File: src/design/glos_pkg.sv
package glos_pkg;

	// Field widths of the item formats; they are fixed by the item layout.
	localparam int unsigned LEVEL_W = 2;
	localparam int unsigned COORD_W = 6;
	// Error term: holds -2*63 .. 2*63 with margin.
	localparam int unsigned ERR_W   = COORD_W + 3;
	// Step counter: the walk limit dx + dy + 1 stays below 2**(COORD_W + 2).
	localparam int unsigned STEP_W  = COORD_W + 2;

	typedef enum logic {
		OP_WRITE = 1'b0,
		OP_QUERY = 1'b1
	} op_t;

	typedef struct packed {
		op_t                  op;
		logic [LEVEL_W-1:0]   viewer_level;
		logic [COORD_W-1:0]   viewer_x;
		logic [COORD_W-1:0]   viewer_y;
		logic [LEVEL_W-1:0]   target_level;
		logic [COORD_W-1:0]   target_x;
		logic [COORD_W-1:0]   target_y;
		logic                 see_through;
	} req_item_t;

	typedef struct packed {
		logic visible;
	} rsp_item_t;

	typedef enum logic [1:0] {
		ST_IDLE,
		ST_SETUP,
		ST_WALK,
		ST_DONE
	} ctl_state_t;

	// Commands from the controller to the datapath.
	typedef struct packed {
		logic capture;  // latch the accepted item
		logic write;    // write the item's tile bit into the map
		logic setup;    // derive deltas, directions and initial error
		logic step;     // advance the walk by one tile
		logic finish;   // latch the answer below
		logic result;   // answer value for finish
		logic emit;     // move the answer into the output register
	} glos_cmd_t;

	// Status from the datapath to the controller.
	typedef struct packed {
		logic query_ok;    // levels match and both tiles lie inside the map
		logic at_target;   // walk position equals the target
		logic tile_clear;  // tile at the walk position is transparent
		logic steps_over;  // step count has passed the walk limit
		logic out_free;    // output register can take an answer this cycle
	} glos_status_t;

endpackage

File: src/design/glos_ctl.sv
module glos_ctl import glos_pkg::*; (
	input  logic         clk,
	input  logic         arst_n,
	input  logic         req_valid,
	input  op_t          req_op,
	input  glos_status_t st,
	output logic         req_ready,
	output glos_cmd_t    cmd
);

	ctl_state_t state_q;
	ctl_state_t state_d;

	always_ff @(posedge clk or negedge arst_n) begin
		if (!arst_n) begin
			state_q <= ST_IDLE;
		end else begin
			state_q <= state_d;
		end
	end

	always_comb begin
		state_d   = state_q;
		req_ready = 1'b0;
		cmd       = '0;
		case (state_q)
			ST_IDLE: begin
				req_ready = 1'b1;
				if (req_valid) begin
					cmd.capture = 1'b1;
					if (req_op == OP_WRITE) begin
						cmd.write = 1'b1;
					end else begin
						state_d = ST_SETUP;
					end
				end
			end
			ST_SETUP: begin
				cmd.setup = 1'b1;
				if (!st.query_ok) begin
					cmd.finish = 1'b1;
					cmd.result = 1'b0;
					state_d    = ST_DONE;
				end else begin
					state_d = ST_WALK;
				end
			end
			ST_WALK: begin
				// Same order of tests as one iteration of the line walk.
				if (st.steps_over) begin
					cmd.finish = 1'b1;
					cmd.result = 1'b0;
					state_d    = ST_DONE;
				end else if (st.at_target) begin
					cmd.finish = 1'b1;
					cmd.result = 1'b1;
					state_d    = ST_DONE;
				end else if (!st.tile_clear) begin
					cmd.finish = 1'b1;
					cmd.result = 1'b0;
					state_d    = ST_DONE;
				end else begin
					cmd.step = 1'b1;
				end
			end
			ST_DONE: begin
				if (st.out_free) begin
					cmd.emit = 1'b1;
					state_d  = ST_IDLE;
				end
			end
			default: begin
				state_d = ST_IDLE;
			end
		endcase
	end

endmodule

File: config.mk
export PLATFORM = sky130hd
export DESIGN_NAME = glos_ctl
export DESIGN_NICKNAME = d
export VERILOG_FILES = /design/src/design/glos_pkg.sv /design/src/design/glos_ctl.sv
export SDC_FILE = /design/constraint.sdc
export NUM_CORES = 1
export LEC_CHECK = 0
export BUFFER_PORTS_ARGS = -buffer_cell sky130_fd_sc_hd__buf_2
export CAP_MARGIN = 20
export CORE_AREA = 3 3 40 42
export CTS_BUF_LIST = sky130_fd_sc_hd__clkbuf_4
export CTS_CLUSTER_SIZE = 20
export DETAILED_ROUTE_END_ITERATION = 7
export DIE_AREA = 0 0 43 45
export HOLD_SLACK_MARGIN = 0.02
export PLACE_DENSITY_LB_ADDON = 0.15
export SYNTH_ARGS = -nofsm -noshare
export SYNTH_HDL_FRONTEND = slang
export SYNTH_SLANG_ARGS = --single-unit
File: constraint.sdc
create_clock -name clk -period 2.6 [get_ports clk]
set_clock_uncertainty 0.2 [all_clocks]
set_input_delay 0.13 -clock clk [delete_from_list [all_inputs] [get_ports clk]]
set_output_delay 0.13 -clock clk [all_outputs]
set_load 0.01 [all_outputs]
==> flow_metrics.py, run 1 <==
metrics = {
    "outcome": {
        "run_status": "finished, final reports clean",
    },
    "synthesis": {
        "syn_area_um2": 259,
        "yosys.area.top_type_share_pct": 19.3,
        "synth_cells": 26,
        "synth_top_area_cell": "dfrtp_1",
        "ys_dominant_reg_cell": "dfrtp_1",
        "yosysMostFrequentCell": "ha_1",
        "async_flop_share_pct": 100,
        "yosys_warnings": 0,
        "synthDistinctLibCells": 17,
        "synth_seq_cells": 2,
        "avgSynthCellArea_um2": 9.96,
        "synth-seq-area-share_pct": 19.3,
        "yosys-top-cells-count": "ha_1 (4), nor2b_1 (3)",
        "synth_fp_nets": 39,
        "synth_edf_count": 0,
        "synthTopCellsByArea": "dfrtp_1 (19%), ha_1 (19%), nor4bb_4 (9.7%)",
    },
    "drt": {
        "vias_per_cell": 4.29,
        "drtPass1Iterations": 2,
        "wl_met2_um": 375,
        "drc": 0,
        "routedWlPerCell_um": 10.4,
        "wl_met1_um": 246,
        "ant_nets": 0,
        "dr.max_layer_used": "met3",
        "drtIter0Drc": 1,
        "totalWireLength_um": 642,
        "wl_met3_um": 20,
        "vias": 266,
    },
    "sta": {
        "whs_ns": 0.132,
        "rsz0062_at_grt": "no",
        "finalSetupTns_ns": 0,
        "slew_headroom_pct": 79.5,
        "hold_viol": 0,
        "fin_crit_sh_pct": 66.9,
        "tightest_slew_ns": 0.307,
        "finalCriticalPeriod_ns": 1.74,
        "slew_viol_final": 0,
        "fmax_mhz": 575,
        "setup_violations": 0,
    },
    "clock_network": {
        "cts-root-buf": "clkbuf_4",
        "clkSinkCount": 2,
        "clockBufferDepth": 2,
        "cts_tree": "done",
        "insertion_delay_ns": 0.22,
        "cts_buffers": 3,
        "htree_levels": 1,
        "clk_pin_slew_ns": 0.03,
    },
    "finish": {
        "nFillCells": 142,
        "drive_gt1_share_pct": 48.9,
        "final_nets": 62,
        "largest_reg_flops": 2,
        "synthToLayoutAreaGrowth_pct": 54.6,
        "n_antenna_cell": 0,
        "top_regs": "state_q: 2 flops",
        "top_register": "state_q",
    },
    "power": {
        "p_per_area_mw_per_mm2": 988,
        "finalPower_mw": 0.396,
        "p_leak_nw": 0.216,
        "irDropWorstVdd_mv": 0.554,
    },
    "setup_path": {
        "start_kind": "register",
        "arrival_ns": 1.41,
        "path_max_fanout": 4,
        "cp.required_ns": 2.27,
        "end_kind": "primary output",
        "crit_type": "register to primary output",
    },
    "global_route": {
        "grt.total_usage_pct": 8.25,
        "grt_pass1_vias": 302,
        "grt_pass1_wl_mm": 1.11,
        "gr-total-overflow": 0,
        "antenna_found_initial": 0,
        "grt_max_degree": 7,
    },
    "floorplanning": {
        "die_w_um": 43,
        "die_h_um": 45,
        "row_count": 13,
        "initial_core_util_pct": 20.2,
        "io_pins": 17,
        "die_area_mm2": 0.00194,
        "core_mm2": 0.00128,
    },
    "place": {
        "gp_congestion": 0.732,
        "port_buffers": 16,
    },
    "run": {
        "maxCapViolCount": 0,
    },
    "min_path": {
        "hold_class": "input pin to register",
    },
}
[path summary, 6_finish.rpt]
kind / endpoint / slack, ns / cells after the start / from
max: cmd[3] / 0.86 / 4 / state_q[0]
min: state_q[0] / 0.13 / 4 / st[0]
max reg2reg: state_q[0] / 0.87 / 5 / state_q[0]
min reg2reg: state_q[1] / 0.39 / 1 / state_q[1]
max in group asynchronous: state_q[0] / 1.52 / 3 / arst_n
min in group asynchronous: state_q[1] / 0.56 / 3 / arst_n
[metal layers]
metal	vias to the layer above	global-route usage, %
li1	135	-
met1	124	6.52
met2	7	15.3
met3	0	2.39
met4	0	9.04
met5	-	0
[per-stage QoR]
step	util, %	cells	worst slack [ns]	instance area, µm²
2_1_floorplan	-	26	0.928	259
3_3_place_gp	27.8	57	0.874	358
3_5_place_dp	27.8	57	0.871	358
4_1_cts	31.2	62	0.838	400
5_1_grt	31.2	62	0.721	400
6_report	31.2	62	0.861	400
[critical path, stage by stage, from the launching register on]
cell	delay [ns]
dfrtp_1	0.40
inv_1	0.11
ha_1	0.19
nor4bb_4	0.29
buf_2	0.20
[final cells by class]
type                            instances  area [µm²]  share of cell area [%]
Timing Repair Buffer                   18         100                    25.0
Tap cell                               15        18.8                    4.69
Multi-Input combinational cell         22         201                    50.3
Sequential cell                         2        50.0                    12.5
Inverter                                2        7.51                    1.88
Clock buffer                            3        22.5                    5.62
[power breakdown]
part	leakage, nW	switching, mW	internal [mW]
clock	0.0138	0.0182	0.0510
sequential	0.0242	0.0168	0.0485
combinational	0.178	0.121	0.140
total	0.216	0.156	0.240
[timing repair]
action | 4_1_cts | 5_1_grt
gates resized for setup | 0 | 0
endpoints found under the hold margin | 2 | 0
hold buffers | 2 | 0
setup buffers | 0 | 0
setup endpoints to repair | 0 | 0
[layout by cell type, fill, tap and decap left out]
master / n
a211oi_2: 1
a21boi_1: 1
a31o_1: 1
and2_1: 2
and4b_2: 1
buf_2: 16
clkbuf_4: 3
dfrtp_1: 2
dlygate4sd3_1: 2
ha_1: 4
inv_1: 2
mux2_4: 1
nand2_1: 1
nand3_1: 1
nor2_1: 2
nor2b_1: 3
nor4bb_4: 1
o21a_1: 1
o21ai_0: 1
o41a_1: 1
[logic make-up after synthesis]
kind of cell / after synthesis / share of synthesized area (%)
AOI/OAI and AO/OA: 6 / 20.3
and+or+nand+nor: 11 / 32.4
adders and majority gates: 4 / 19.3
DFF: 2 / 19.3
muxes: 1 / 5.80
buffers and inverters: 2 / 2.90
Note: power is estimated with default switching activity, not from simulation.
==> inputs of run 2 (changes only) <==
- clock period: 2.6 -> 1.6 ns (I/O delays scaled with it)
==> run 2 against run 1 <==
  * The run now ends with setup timing left
  * Critical path depth up 1
  * Total power up 140%
  * Non-clock buffer count up 7
  * Register-to-register slack worse by 1.0 ns
  * Clock power up 65%
  * Via count up 16%
  * Cell count up 11%
  * Design area up 32%
  * Global-route usage up 0.49 points
  * Critical path type is now register to register
  * Highest routed layer is now met4
==> flow_metrics.py, run 2 (synthesis results as in run 1) <==
metrics = {
    "drt": {
        "drtIter0Drc": 0,
        "drc": 0,
        "vias_per_cell": 4.46,
        "wl_met1_um": 272,
        "wl_met3_um": 54,
        "wl_met2_um": 409,
        "vias": 308,
        "ant_nets": 0,
        "totalWireLength_um": 750,
        "drtPass1Iterations": 1,
        "dr.max_layer_used": "met4",
        "routedWlPerCell_um": 10.9,
    },
    "setup_path": {
        "cpMaxStageDelayCell": "dfrtp_1",
        "start_kind": "register",
        "path_cells": "buf_6 -> ha_4 -> nor4bb_4 -> o41a_1 -> a31o_1",
        "end_kind": "register",
        "slowest_delay_ns": 0.42,
        "arrival_ns": 1.65,
        "crit_type": "register to register",
        "path_max_fanout": 4,
        "cp.required_ns": 1.51,
    },
    "min_path": {
        "hold_class": "input pin to register",
    },
    "finish": {
        "mostFrequentLayoutCell": "buf_2",
        "top_regs": "state_q: 2 flops",
        "nFillCells": 134,
        "n_antenna_cell": 0,
        "drive_gt1_share_pct": 70.4,
        "final_area_um2": 528,
        "synthToLayoutAreaGrowth_pct": 104,
        "largest_reg_flops": 2,
        "final_nets": 69,
        "top_register": "state_q",
        "final_cell_mix": "buf_2 (14), buf_6 (5), buf_4 (4)",
    },
    "clock_network": {
        "clkSinkCount": 2,
        "clk_pin_slew_ns": 0.03,
        "cts_tree": "done",
        "clockBufferDepth": 2,
        "cts-root-buf": "clkbuf_4",
        "htree_levels": 1,
        "cts_buffers": 3,
        "insertion_delay_ns": 0.23,
    },
    "sta": {
        "whs_ns": 0.0709,
        "rsz0062_at_grt": "yes",
        "worst_slack_ns": -0.147,
        "slew_viol_final": 0,
        "setup_violations": 6,
        "slew_headroom_pct": 77.3,
        "fmax_mhz": 573,
        "tightest_slew_ns": 0.340,
        "hold_viol": 0,
        "fin_crit_sh_pct": 109,
        "finalCriticalPeriod_ns": 1.75,
    },
    "floorplanning": {
        "die_h_um": 45,
        "initial_core_util_pct": 20.2,
        "io_pins": 17,
        "row_count": 13,
        "die_area_mm2": 0.00194,
        "die_w_um": 43,
        "core_mm2": 0.00128,
    },
    "place": {
        "post-place-ws_ns": -0.108,
        "gp_congestion": 0.770,
        "placed_cell_area_um2": 385,
        "port_buffers": 16,
    },
    "run": {
        "maxCapViolCount": 0,
    },
    "outcome": {
        "run_status": "complete, but fails checks",
        "violations": "setup timing",
    },
    "power": {
        "p_per_area_mw_per_mm2": 1770,
        "irDropWorstVdd_mv": 0.767,
        "p_leak_nw": 0.256,
    },
    "global_route": {
        "antenna_found_initial": 0,
        "grt_pass1_wl_mm": 1.18,
        "grt_pass1_vias": 298,
        "grt_max_degree": 5,
        "gr-total-overflow": 0,
        "grt.total_usage_pct": 8.74,
    },
}
## run 2: layout make-up
| cell class | count | area (µm²) | area share (%) |
|---|---|---|---|
| clock buffers | 3 | 22.5 | 4.27 |
| inverters | 2 | 10.0 | 1.90 |
| multi-input cells | 22 | 249 | 47.2 |
| flip-flops and latches | 2 | 51.3 | 9.72 |
| well taps | 15 | 18.8 | 3.55 |
| repair buffers | 25 | 176 | 33.4 |
## run 2: what timing repair did
action,CTS,global route
setup buffers,3,1
pin swaps,3,1
gates resized for setup,14,1
setup endpoints to repair,7,7
hold endpoints to repair,2,0
cloned,0,0
hold buffers,2,0
## run 2: report_power, final
| part | total (mW) | internal [mW] | leakage, nW | switching, mW |
|---|---|---|---|---|
| combinational | 0.694 | 0.421 | 0.220 | 0.273 |
| sequential | 0.126 | 0.0812 | 0.0229 | 0.0444 |
| clock | 0.114 | 0.0829 | 0.0138 | 0.0309 |
| total | 0.934 | 0.585 | 0.256 | 0.348 |
## run 2: path summary, 6_finish.rpt
path	start	slack, ns	to	cells past startpoint
min reg2reg	state_q[1]	0.50	state_q[1]	2
max	state_q[1]	-0.15	state_q[0]	5
max in group asynchronous	arst_n	0.56	state_q[0]	3
min in group asynchronous	arst_n	0.50	state_q[1]	3
max reg2reg	state_q[1]	-0.15	state_q[0]	5
min	st[0]	0.07	state_q[0]	4
## run 2: critical path, delay by kind of cell, from the launching register on
kind | cells | cell delay (ns)
fa+ha+maj | 1 | 0.15
buf+inv | 1 | 0.15
compound gates | 2 | 0.55
flops | 1 | 0.42
simple gates | 1 | 0.16
## run 2: per-layer routing
metal	vias up	global-route usage, %
li1	152	-
met1	143	7.71
met2	11	15.3
met3	2	2.79
met4	0	9.04
met5	-	0
## run 2: stage by stage
| stage | power, mW | setup TNS (ns) | util (%) | std cells |
|---|---|---|---|---|
| after global placement | 0.589 | -0.173 | 30.0 | 60 |
| after detailed placement | 0.590 | -0.209 | 30.0 | 60 |
| final | 0.934 | -0.520 | 41.1 | 69 |
| after CTS | 0.908 | -0.497 | 40.0 | 68 |
| after floorplan | 0.419 | -0.0957 | - | 26 |
| after global routing | 1.01 | -0.850 | 41.1 | 69 |
==> inputs of run 3 (changes only) <==
- clock period: 1.6 -> 2.1 ns (I/O delays scaled with it)
==> run 3 against run 2 <==
  * The run now ends clean
  * Routed wire length decreased by 11%
  * Critical endpoint is now cmd[5]
  * Total power fell by 47%
  * Register-to-register slack improved by 0.50 ns
  * Critical path depth unchanged
  * Core utilization down 9.9 points
  * Cell count fell by 10%
  * Worst setup slack gained 0.50 ns
  * Hold slack better by 0.040 ns
  * Design area shrank 24%
==> flow_metrics.py, run 3 (synthesis results as in run 1) <==
metrics = {
    "floorplanning": {
        "initial_core_util_pct": 20.2,
        "row_count": 13,
        "io_pins": 17,
        "core_mm2": 0.00128,
        "die_area_mm2": 0.00194,
        "die_h_um": 45,
        "die_w_um": 43,
    },
    "place": {
        "dpl.hpwl_um": 592,
        "port_buffers": 16,
        "place_inst": 57,
        "gp_congestion": 0.770,
        "placed_cell_area_um2": 358,
    },
    "power": {
        "irDropWorstVdd_mv": 0.407,
        "p_leak_nw": 0.216,
        "swShare_pct": 39.3,
        "clkPwrFrac_pct": 17.2,
        "p_int_mw": 0.298,
        "seqPwrFrac_pct": 16.2,
        "p_switching_mw": 0.193,
        "finalPower_mw": 0.491,
        "pwr-share-comb_pct": 66.7,
        "p_per_area_mw_per_mm2": 1230,
    },
    "drt": {
        "routedWlPerCell_um": 10.7,
        "vias_per_cell": 4.37,
        "drtPass1Iterations": 2,
        "totalWireLength_um": 665,
        "vias": 271,
        "ant_nets": 0,
        "drc": 0,
        "drtIter0Drc": 1,
    },
    "global_route": {
        "grt_use_met3_pct": 2.79,
        "grt_pass1_vias": 290,
        "busiest_layer": "met2",
        "gr-total-overflow": 0,
        "grt.total_usage_pct": 8.58,
        "use_met1_pct": 6.52,
        "grt_max_degree": 7,
        "grt_pass1_wl_mm": 1.13,
        "antenna_found_initial": 0,
        "use_met2_pct": 15.3,
    },
    "sta": {
        "rsz0062_at_grt": "no",
        "fmax_mhz": 574,
        "finalSetupTns_ns": 0,
        "whs_ns": 0.111,
        "slew_headroom_pct": 79.2,
        "setup_violations": 0,
        "tightest_slew_ns": 0.311,
        "slew_viol_final": 0,
        "finalCriticalPeriod_ns": 1.74,
        "hold_viol": 0,
        "fin_crit_sh_pct": 83.0,
    },
    "finish": {
        "top_register": "state_q",
        "stdcell_count": 62,
        "final_cell_mix": "buf_2 (16), ha_1 (4), nor2b_1 (3), clkbuf_4 (3)",
        "nFillCells": 154,
        "largest_reg_flops": 2,
        "final_area_um2": 400,
        "top_regs": "state_q: 2 flops",
        "n_antenna_cell": 0,
        "synthToLayoutAreaGrowth_pct": 54.6,
        "drive_gt1_share_pct": 48.9,
        "mostFrequentLayoutCell": "buf_2",
        "final_nets": 62,
    },
    "setup_path": {
        "arrival_ns": 1.44,
        "end_kind": "primary output",
        "cp.required_ns": 1.79,
        "start_kind": "register",
        "crit_type": "register to primary output",
        "path_max_fanout": 6,
    },
    "clock_network": {
        "htree_levels": 1,
        "clkSinkCount": 2,
        "cts_buffers": 3,
        "clk_pin_slew_ns": 0.03,
        "clockBufferDepth": 2,
        "cts-root-buf": "clkbuf_4",
        "cts_tree": "done",
        "insertion_delay_ns": 0.22,
    },
    "outcome": {
        "run_status": "finished, final reports clean",
    },
    "min_path": {
        "hold_class": "input pin to register",
    },
    "run": {
        "maxCapViolCount": 0,
    },
}
-- run 3: repair_timing --
action	CTS	global route
buffers inserted	0	0
gates resized for setup	0	0
hold buffers	2	0
endpoints found under the hold margin	2	0
-- run 3: per-layer routing --
layer  vias to the layer above  routed length [µm]
li1                        136                   -
met1                       126                 236
met2                         7                 384
met3                         2                  35
met4                         0                  10
met5                         -                   0
-- run 3: area by class of cell --
| cell class | instances | area [µm²] | area share [%] |
|---|---|---|---|
| clock buffers | 3 | 22.5 | 5.62 |
| inverters | 2 | 7.51 | 1.88 |
| repair buffers | 18 | 100 | 25.0 |
| multi-input cells | 22 | 201 | 50.3 |
| flip-flops and latches | 2 | 50.0 | 12.5 |
| well taps | 15 | 18.8 | 4.69 |
-- run 3: worst paths after layout --
check | start | endpoint | slack [ns] | depth (start not counted)
max reg2reg | state_q[0] | state_q[0] | 0.36 | 5
min | st[0] | state_q[0] | 0.11 | 4
max in group asynchronous | arst_n | state_q[0] | 1.06 | 3
max | state_q[0] | cmd[5] | 0.36 | 5
min reg2reg | state_q[1] | state_q[1] | 0.36 | 1
min in group asynchronous | arst_n | state_q[1] | 0.52 | 3
-- run 3: per-stage QoR --
stage          util [%]  worst slack, ns
6_report           31.2            0.357
3_5_place_dp       27.8            0.351
4_1_cts            31.2            0.307
5_1_grt            31.2            0.188
3_3_place_gp       27.8            0.366
2_1_floorplan         -            0.428
-- run 3: worst max-delay path, stage by stage, from the launching register on --
cell	delay, ns
dfrtp_1	0.40
inv_1	0.11
ha_1	0.27
and2_1	0.17
nor2b_1	0.13
buf_2	0.14
-- run 3: power groups by stage --
stage | clock network (mW) | logic [mW] | registers, mW
after floorplan | 0 | 0.237 | 0.0764
after global placement | 0 | 0.327 | 0.0789
after detailed placement | 0 | 0.331 | 0.0807
after CTS | 0.0923 | 0.336 | 0.0801
after global routing | 0.100 | 0.371 | 0.0861
final | 0.0843 | 0.327 | 0.0794
